[src/cdir_pkg.sv]
`default_nettype none

package cdir_pkg;

    localparam int NODES   = 16;
    localparam int NODE_W  = 4;
    localparam int ENTRIES = 1024;
    localparam int IDX_W   = 10;

    localparam logic [NODE_W-1:0] SELF_NODE_RST = NODE_W'(1);

    // register index, taken from paddr[2]
    localparam logic REG_SELF_NODE = 1'b0;

    typedef enum logic [1:0] {
        OP_ADD_SHARE       = 2'd0,
        OP_OWNER_TO_SHARER = 2'd1,
        OP_ERASE_SHARE     = 2'd2,
        OP_FETCH           = 2'd3
    } t_op;

    typedef struct packed {
        logic              owner_valid;
        logic [NODE_W-1:0] owner_node;
        logic [NODES-1:0]  sharers;
    } t_entry;

    typedef struct packed {
        logic              valid;
        logic [NODE_W-1:0] node;
        logic              is_self;
    } t_target;

endpackage

`default_nettype wire

[src/cdir_update.sv]
`default_nettype none

// Entry update and fetch target selection for one directory entry.
module cdir_update
    import cdir_pkg::*;
(
    input  var t_op               i_op,
    input  var logic [NODE_W-1:0] i_node,
    input  var logic [NODE_W-1:0] i_self_node,
    input  var t_entry            i_entry,
    output t_entry                o_entry,
    output t_target               o_target
);

    logic [NODE_W-1:0] w_low_sharer;
    logic              w_owner_match;

    assign w_owner_match = i_entry.owner_valid && (i_entry.owner_node == i_node);

    // lowest set sharer bit
    always_comb begin
        w_low_sharer = '0;
        for (int i = NODES - 1; i >= 0; i--) begin
            if (i_entry.sharers[i]) begin
                w_low_sharer = NODE_W'(i);
            end
        end
    end

    always_comb begin
        o_entry  = i_entry;
        o_target = '0;
        case (i_op)
            OP_ADD_SHARE: begin
                if (!i_entry.owner_valid || w_owner_match) begin
                    o_entry.owner_valid = 1'b1;
                    o_entry.owner_node  = i_node;
                end else begin
                    o_entry.sharers[i_node] = 1'b1;
                end
            end
            OP_OWNER_TO_SHARER: begin
                o_entry.owner_valid     = 1'b0;
                o_entry.owner_node      = '0;
                o_entry.sharers[i_node] = 1'b1;
            end
            OP_ERASE_SHARE: begin
                if (w_owner_match) begin
                    o_entry.owner_valid = 1'b0;
                    o_entry.owner_node  = '0;
                end else begin
                    o_entry.sharers[i_node] = 1'b0;
                end
            end
            OP_FETCH: begin
                if (i_entry.owner_valid) begin
                    o_target.valid = 1'b1;
                    o_target.node  = i_entry.owner_node;
                end else if (i_entry.sharers != '0) begin
                    o_target.valid = 1'b1;
                    o_target.node  = w_low_sharer;
                end
                o_target.is_self = o_target.valid && (o_target.node == i_self_node);
            end
            default: begin
                o_entry  = i_entry;
                o_target = '0;
            end
        endcase
    end

endmodule

`default_nettype wire

[config.mk]
export PLATFORM = sky130hd
export DESIGN_NAME = cdir_update
export DESIGN_NICKNAME = d
export VERILOG_FILES = /design/src/cdir_pkg.sv /design/src/cdir_update.sv
export SDC_FILE = /design/constraint.sdc
export NUM_CORES = 1
export LEC_CHECK = 0
export ABC_AREA = 1
export BUFFER_PORTS_ARGS = -buffer_cell sky130_fd_sc_hd__buf_2
export CAP_MARGIN = 20
export CORE_MARGIN = 4
export CORE_UTILIZATION = 50
export DETAILED_ROUTE_END_ITERATION = 6
export MAX_ROUTING_LAYER = met4
export PLACE_DENSITY_LB_ADDON = 0.05
export SYNTH_ARGS = -nofsm -noshare
export SYNTH_HDL_FRONTEND = slang
export SYNTH_SLANG_ARGS = --single-unit
[constraint.sdc]
create_clock -name vclk -period 3.15
set_input_delay 0.1575 -clock vclk [all_inputs]
set_output_delay 0.1575 -clock vclk [all_outputs]
set_load 0.005 [all_outputs]
=== Word-level counts from Yosys, hierarchy flattened ===
Index checks and enable logic that the tools add are counted.

* Order comparisons: 2
* Bitwise operators: 3
* Reductions and logical operators: 7
* Multiplexer cells: 27
* Eq/ne operators: 5

{| class="wikitable"
|+ Operators with widths
! cell !! count
|-
| 4-bit 2-to-1 mux || 16
|-
| 21-bit one-hot mux with 3 select lines || 1
|-
| 16-bit 2-to-1 mux || 2
|-
| 5-bit 2-to-1 mux || 5
|-
| 16-bit AND || 1
|-
| 16-bit NOT || 1
|-
| 16-bit bitwise OR || 1
|-
| 16-bit nonzero test || 1
|-
| 4-bit == test || 2
|-
| 6-bit 2-to-1 mux || 1
|-
| 4-bit by 5-bit < comparator with 1-bit output, second input constant || 1
|-
| 1-bit demux with 4-bit select || 1
|-
| 2-bit == test, second input constant || 2
|-
| 4-bit by 1-bit >= comparator with 1-bit output, second input constant || 1
|-
| 1-bit logical AND || 3
|-
| 2-bit by 1-bit == test with 1-bit output, second input constant || 1
|-
| 2-bit logical NOT || 1
|-
| 1-bit logical NOT || 1
|-
| 1-bit logical OR || 1
|-
| 1-bit 2-to-1 mux || 1
|}

* Bits in registers: 0
* Output and inout bits: 27
* Word-level logic and storage cells: 44
* Input bits: 31

=== Longest topological paths before layout ===
Gate-level depths: netlist of the first run.

* Depth in word-level cells: 22
* Gate-level depth with buffers: 19
* Depth with buffers taken out: 19

=== Worst setup path before layout of the first run ===
Ideal clock, no wire load.

* Path type: input port to output port
* Start point: input port i_op[1]
* End point: output port o_entry[2] (netlist name)
* Data required time: 2992 ps
* Buffers on the path: 2
* Stages: 7
* Path slack: 1776 ps
* Arrival time: 1216 ps
* Cell sequence: buf_2 -> nor2_1 -> inv_1 -> nor3_4 -> buf_6 -> o22ai_1 -> a22oi_1

{| class="wikitable"
|+ RTL lines
! item !! RTL line !! RTL
|-
| from (decl) || cdir_update.sv:7 || <nowiki>input var t_op i_op,</nowiki>
|-
| to (decl) || cdir_update.sv:11 || <nowiki>output t_entry o_entry,</nowiki>
|}

==> impl_metrics.ini, run 1 <==
[floorplan]
core_area_um2 = 1783
io_pins = 58
chipWidth_um = 52.01
rows = 15
initial_core_util_pct = 54.32
die-height_um = 52.01
die_area_um2 = 2705

[routing]
viasPerCell = 5.335
drt_first_pass_iters = 4
vias = 1451
antenna_left = 0
wl_mm = 3.096
route.detailed.drc = 0
avgRoutedWirePerCell_um = 11.38
drt_iter0_markers = 75

[placement]
dpl.hpwl_mm = 2.551
place_congestion = 0.9522
portBuffers = 58
postPlaceCellArea_um2 = 1247

[synthesis]
synth_nets = 226
yosysTopAreaCellShare_pct = 18.22
ys_types = 28
avgSynthCellArea_um2 = 4.966
synth_cells = 195
synth_area_leaders = nand2_1 (18%), inv_1 (14%), nor2_1 (9.3%)
synthesis.area_um2 = 968.4
ys_seq_area_share_pct = 0
ys.warnings.count = 0
yosysTopAreaCell = nand2_1

[min_path]
hold_depth = 4
hold_end = o_target[0]
min_path_type = input pin to output port
hp-start = i_self_node[0]

[grt]
antenna_found_initial = 0
gr-usage-all-layers_pct = 24.15
grt_pass1_vias = 1273
grt_first_pass_wirelength_mm = 5.188
grt_max_degree = 21
grt_overflow = 0

[cells_and_area]
fin_util_pct = 69.96
seq_cell_count = 0
area_growth_pct = 28.81
layout-drive-gt1-share_pct = 25.51
clock_buffers = 0
nNetsFinal = 280
diodes = 0
regArea_um2 = 0
fin_area_um2 = 1247
nFillCells = 190

[timing]
fmax_mhz = 564.9
slew-limit-headroom_pct = 60.20
setup_viol = 0
final-hold-violation-count = 0
worstMarginPinSlew_ns = 0.5956
rsz0062_at_grt = no
drv_slew = 0
post-route-period-util_pct = 56.19
layout_min_cycle_time_ns = 1.770
setup_tns_ns = 0

[power_and_ir_drop]
powerDensity_nw_per_um2 = 131.2
leakage_nw = 0.7222
ir_drop_mv = 0.09033

[critical_path]
setup.worst_path.class = input pin to output port
cp-end-kind = output port
crit_fanout = 17
startpoint_type = input pin
arrival_ns = 1.61
worst_ep_required_time_ns = 2.99

[job]
cap_violations = 0

[clock_network]
postCtsHoldBufs = 0
postCtsSetupBuffers = 0
cts_resized = 0

[status]
status = complete, no violations
cells in the mapped netlist:
cell / count
a22o_1: 1
a31oi_1: 5
a22oi_1: 9
inv_2: 1
o32ai_1: 2
xnor2_1: 1
o211ai_1: 2
o22ai_1: 13
inv_1: 35
nand4_1: 2
clkbuf_8: 1
nand3_1: 17
buf_2: 2
nor3_4: 1
a21oi_1: 10
o21bai_1: 1
clkbuf_1: 1
a21boi_0: 1
buf_6: 1
nor2_1: 24
nand2_2: 1
nor3_1: 1
xor2_1: 3
o21ai_0: 9
a22oi_2: 2
buf_1: 1
o31ai_1: 1
nand2_1: 47
worst max-delay path, stage by stage:
cell and delay (ns):
buf_2 0.15, nor2_1 0.18, inv_1 0.15, nor3_4 0.53
o21ai_0 0.15, a21oi_1 0.16, buf_2 0.14
how the worst max path moves through the flow:
stage / from / end / slack (ns) / depth (start not counted)
2_1_floorplan: i_op[1] / o_entry[2] / 1.78 / 7
3_3_place_gp: i_op[1] / o_entry[0] / 1.42 / 7
3_5_place_dp: i_op[1] / o_entry[5] / 1.41 / 7
4_1_cts: i_op[1] / o_entry[13] / 1.42 / 7
5_1_grt: i_entry[5] / o_target[0] / 1.14 / 14
6_report: i_op[1] / o_entry[9] / 1.38 / 7
through the flow:
stage          total power [mW]  setup slack (ns)  hold slack [ns]  cells
5_1_grt                  0.1854             1.141           0.6587    272
3_5_place_dp             0.1622             1.411           0.6238    272
6_report                 0.1637             1.380           0.6251    272
4_1_cts                  0.1627             1.419           0.6283    272
3_3_place_gp             0.1621             1.425           0.6242    272
2_1_floorplan           0.09943             1.776           0.4309    195
layout make-up:
type	count	area, um^2	area share, %
Tap cell	25	31.28	2.508
Timing Repair Buffer	58	290.3	23.27
Multi-Input combinational cell	153	790.8	63.39
Inverter	36	135.1	10.83
kinds of logic (layout without fill, tap and decap cells):
logic type / count (synthesis) / in the layout / share of synthesized area (%)
AOI/OAI and AO/OA: 56 / 56 / 37.60
buffers and inverters: 42 / 94 / 18.35
and+or+nand+nor: 93 / 93 / 40.44
xor gates and xnor gates: 4 / 4 / 3.618
routing by layer:
metal | global-route usage, % | share of wire (%) | wire length [um]
met3 | 0.2865 | 11 | 330
met1 | 32.82 | 46 | 1411
met5 | - | 0 | 0
met4 | 3.057 | 0.45 | 14
met2 | 41.00 | 43 | 1339
cell usage in the layout (no fill, tap or decap):
cell and instances:
buf_2 58, nand2_1 47, inv_1 35, nor2_1 24, nand3_1 17, o22ai_1 13
a21oi_1 10, o21ai_0 9, a22oi_1 9, a31oi_1 5, xor2_1 3, a22oi_2 2
o32ai_1 2, o211ai_1 2, nand4_1 2, nand2_2 1, inv_2 1, nor3_4 1
o31ai_1 1, a21boi_0 1, o21bai_1 1, nor3_1 1, xnor2_1 1, a22o_1 1
power breakdown:
group	internal [mW]	switching [mW]	total, mW
registers	0	0	0
logic	0.0668	0.0969	0.164
clock network	0	0	0
(Power assumes the default switching activity.)
==> run 2, diff against run 1 <==
--- a/config.mk
+++ b/config.mk
@@ -9,7 +9,7 @@
 export BUFFER_PORTS_ARGS = -buffer_cell sky130_fd_sc_hd__buf_2
 export CAP_MARGIN = 20
 export CORE_MARGIN = 4
-export CORE_UTILIZATION = 50
+export CORE_UTILIZATION = 46
 export DETAILED_ROUTE_END_ITERATION = 6
 export MAX_ROUTING_LAYER = met4
 export PLACE_DENSITY_LB_ADDON = 0.05
==> constraint.sdc (replaced) <==
create_clock -name vclk -period 1.73
set_input_delay 0.0865 -clock vclk [all_inputs]
set_output_delay 0.0865 -clock vclk [all_outputs]
set_load 0.005 [all_outputs]
==> run 2 against run 1 <==
Against the previous run:
- setup slack worse by 1.2 ns
- non-clock buffer count grew 5
- final cell count grew 2.6%
==> impl_metrics.ini, run 2 (synthesis gave the netlist of run 1 again) <==
[timing]
slew-limit-headroom_pct = 64.18
setup_tns_ns = 0
drv_slew = 0
layout_min_cycle_time_ns = 1.575
worst_hold_slack_ns = 0.4964
setup_viol = 0
post-route-period-util_pct = 91.06
worstMarginPinSlew_ns = 0.5368
fmax_mhz = 634.8
rsz0062_at_grt = no
final-hold-violation-count = 0

[floorplan]
io_pins = 58
die-height_um = 53.89
die_area_um2 = 2904
chipWidth_um = 53.89
initial_core_util_pct = 48.86
rows = 16
core_area_um2 = 1982

[cells_and_area]
layout-drive-gt1-share_pct = 27.38
area_growth_pct = 33.46
nNetsFinal = 285
regArea_um2 = 0
clock_buffers = 0
seq_cell_count = 0
final_common_cell = buf_2
diodes = 0
nFillCells = 227
layout_common_cells = buf_2 (58), nand2_1 (47), inv_1 (35), nor2_1 (24), nand3_1 (17)

[critical_path]
arrival_ns = 1.49
setup.worst_path.class = input pin to output port
crit_fanout = 3
worst_ep_required_time_ns = 1.64
cp-end-kind = output port
startpoint_type = input pin

[grt]
antenna_found_initial = 0
grt_max_degree = 20
grtUsageMet1_pct = 33.01
gr-max-usage-layer = met2
grt_overflow = 0
grtUsageMet3_pct = 0.5540
gr-usage-all-layers_pct = 24.24
grt_pass1_vias = 1337
grt_first_pass_wirelength_mm = 5.382
use_met2_pct = 40.73

[placement]
place_congestion = 0.9370
portBuffers = 58
dpl.hpwl_mm = 2.819

[clock_network]
postCtsHoldBufs = 0

[routing]
viasPerCell = 5.541
antenna_left = 0
vias = 1546
avgRoutedWirePerCell_um = 12.30
drt_iter0_markers = 44
wl_mm = 3.432
drt_first_pass_iters = 4
route.detailed.drc = 0

[power_and_ir_drop]
ir_drop_mv = 0.1476
powerDensity_nw_per_um2 = 243.0
leakage_nw = 0.7473

[status]
status = complete, no violations

[job]
cap_violations = 0

[min_path]
min_path_type = input pin to output port
run 2: cell count changes in the layout (fill, tap and decap cells not counted):
cell     delta
a22oi_1     -1
buf_4       +5
a22oi_2     +1
run 2: power by group:
part           leakage (nW)  switching, mW  internal (mW)
Sequential                0              0              0
Clock                     0              0              0
Combinational         0.747          0.185          0.129
Total                 0.747          0.185          0.129
run 2: cell type report:
| type | count | area, um^2 | share of cell area (%) |
|---|---|---|---|
| Multi-Input combinational cell | 153 | 795.8 | 61.57 |
| Timing Repair Buffer | 63 | 327.8 | 25.36 |
| Inverter | 36 | 135.1 | 10.46 |
| Tap cell | 27 | 33.78 | 2.614 |
run 2: through the flow:
step | setup slack, ns | utilization [%] | area [um^2] | power, mW | cells
after global routing | 0.01071 | 65.21 | 1292 | 0.3495 | 279
after CTS | 0.1548 | 64.96 | 1287 | 0.3095 | 279
after floorplan | 0.4983 | - | 968.4 | 0.1810 | 195
final | 0.1547 | 65.21 | 1292 | 0.3141 | 279
after global placement | 0.1688 | 64.96 | 1287 | 0.3073 | 279
after detailed placement | 0.1668 | 64.96 | 1287 | 0.3083 | 279
run 2: critical path, stage by stage:
cell and delay, ns:
buf_2 0.11, nor2_1 0.15, nand3_1 0.11, nor2_1 0.15
o21ai_0 0.10, nand2_1 0.06, nand2_1 0.09, xnor2_1 0.13
nor2_1 0.08, nand3_1 0.07, nor2_1 0.10, nand2_1 0.06
nor2_1 0.08, buf_2 0.11
run 2: final timing paths:
path	startpoint	to	slack (ns)	depth (start not counted)
max	i_entry[3]	o_target[0]	0.15	14
min	i_self_node[0]	o_target[0]	0.50	4
run 2: what timing repair did:
action | CTS | global route
setup endpoints to repair | 0 | 1
resized for setup | 0 | 1
buffers inserted | 0 | 0
run 2: routing by layer:
metal	up-vias	wire, um
met4	0	0
met3	0	318
li1	777	-
met2	83	1581
met1	686	1532
met5	-	0
==> run 3, diff against run 2 <==
--- a/config.mk
+++ b/config.mk
@@ -13,6 +13,7 @@
 export DETAILED_ROUTE_END_ITERATION = 6
 export MAX_ROUTING_LAYER = met4
 export PLACE_DENSITY_LB_ADDON = 0.05
+export SETUP_SLACK_MARGIN = 0.2
 export SYNTH_ARGS = -nofsm -noshare
 export SYNTH_HDL_FRONTEND = slang
 export SYNTH_SLANG_ARGS = --single-unit
==> run 3 against run 2 <==
Against the previous run:
- die area did not move
- critical path depth did not move
- clock-buffer cell count did not move
- sequential share of layout area did not move
- final cell count rose by 2.9%
- global-route usage rose by 0.29 points
- utilization rose by 9.8 points
- via count rose by 6.6%
- routed wire length rose by 13%
- fmax rose by 5.0%
- setup slack improved by 0.075 ns
==> impl_metrics.ini, run 3 (synthesis gave the netlist of run 1 again) <==
[status]
status = complete, no violations

[cells_and_area]
multi_input_area_um2 = 873.3
final_common_cell = buf_2
fin_area_um2 = 1486
layout.cells.non_filler = 287
regArea_um2 = 0
nFillCells = 195
area_growth_pct = 53.49
clock_buffers = 0
nNetsFinal = 293
fin_util_pct = 75.00
seq_cell_count = 0
layout_common_cells = buf_2 (49), nand2_1 (43), inv_1 (20), nor2_1 (18), inv_2 (16)
diodes = 0
layout-drive-gt1-share_pct = 41.92

[power_and_ir_drop]
powerDensity_nw_per_um2 = 247.2
p_total_mw = 0.3675
ir_drop_mv = 0.1602
leakage_nw = 0.7960

[routing]
viasPerCell = 5.742
vias = 1648
route.detailed.drc = 0
drt_first_pass_iters = 4
antenna_left = 0
avgRoutedWirePerCell_um = 13.47
drt_iter0_markers = 82
wl_mm = 3.866

[job]
cap_violations = 0

[min_path]
min_path_type = input pin to output port
hold_depth = 4

[critical_path]
setup.worst_path.class = input pin to output port
cp-end-kind = output port
arrival_ns = 1.41
startpoint_type = input pin
worst_ep_required_time_ns = 1.64
crit_fanout = 3

[placement]
preCtsSetupSlack_ns = 0.1668
place_congestion = 0.9370
dpl.hpwl_mm = 2.819
portBuffers = 58
postPlaceCellArea_um2 = 1287
dp_cells = 279

[timing]
worst_slack_ns = 0.2298
fmax_mhz = 666.6
setup_viol = 0
setup_tns_ns = 0
worst_hold_slack_ns = 0.4982
post-route-period-util_pct = 86.72
drv_slew = 0
worstMarginPinSlew_ns = 0.5415
final-hold-violation-count = 0
rsz0062_at_grt = yes
layout_min_cycle_time_ns = 1.500
slew-limit-headroom_pct = 63.86

[grt]
gr-usage-all-layers_pct = 24.53
grt_max_degree = 20
grt_first_pass_wirelength_mm = 5.430
grt_pass1_vias = 1351
grt_overflow = 0
antenna_found_initial = 0

[floorplan]
io_pins = 58
core_area_um2 = 1982
rows = 16
die_area_um2 = 2904
die-height_um = 53.89
initial_core_util_pct = 48.86
chipWidth_um = 53.89

[clock_network]
postCtsHoldBufs = 0
-- run 3: changes by cell type in the layout (fill, tap and decap cells not counted), moves of 6 or more --
cell,delta
buf_6,+7
inv_2,+15
inv_1,-15
nor2_1,-6
buf_2,-9
buf_4,+9
-- run 3: cell type report --
class | count | area share, %
tap | 27 | 2.273
timing repair buffer | 71 | 29.88
multi-input combinational | 153 | 58.75
inverter | 36 | 9.091
-- run 3: critical path, stage by stage --
cell and delay, ns:
buf_8 0.10, nor2_4 0.12, nand3_2 0.10, nor2_2 0.14, o21ai_1 0.08, nand2_1 0.07
nand2_2 0.07, xnor2_1 0.13, nor2_1 0.10, nand3_1 0.07, nor2_1 0.10, nand2_1 0.06
nor2_1 0.08, buf_2 0.11
-- run 3: worst paths after layout --
| kind | from | endpoint | slack (ns) |
|---|---|---|---|
| worst min-delay path | i_self_node[0] | o_target[0] | 0.50 |
| worst max-delay path | i_entry[2] | o_target[0] | 0.23 |
-- run 3: power by group --
part | switching (mW) | total, mW | internal [mW]
logic | 0.208 | 0.367 | 0.159
clock network | 0 | 0 | 0
registers | 0 | 0 | 0
total | 0.208 | 0.367 | 0.159
-- run 3: timing repair --
item,4_1_cts,5_1_grt
buffers inserted,0,6
pin swaps,3,19
setup endpoints to repair,1,19
gates resized for setup,5,55
gates cloned,0,2
hold endpoints to repair,0,0
-- run 3: metal layers --
layer / GRT usage (%) / wire length, um / up-vias
met4: 3.404 / 32 / 0
li1: - / - / 797
met2: 41.33 / 1843 / 96
met5: - / 0 / -
met1: 33.17 / 1615 / 749
met3: 0.5540 / 375 / 6
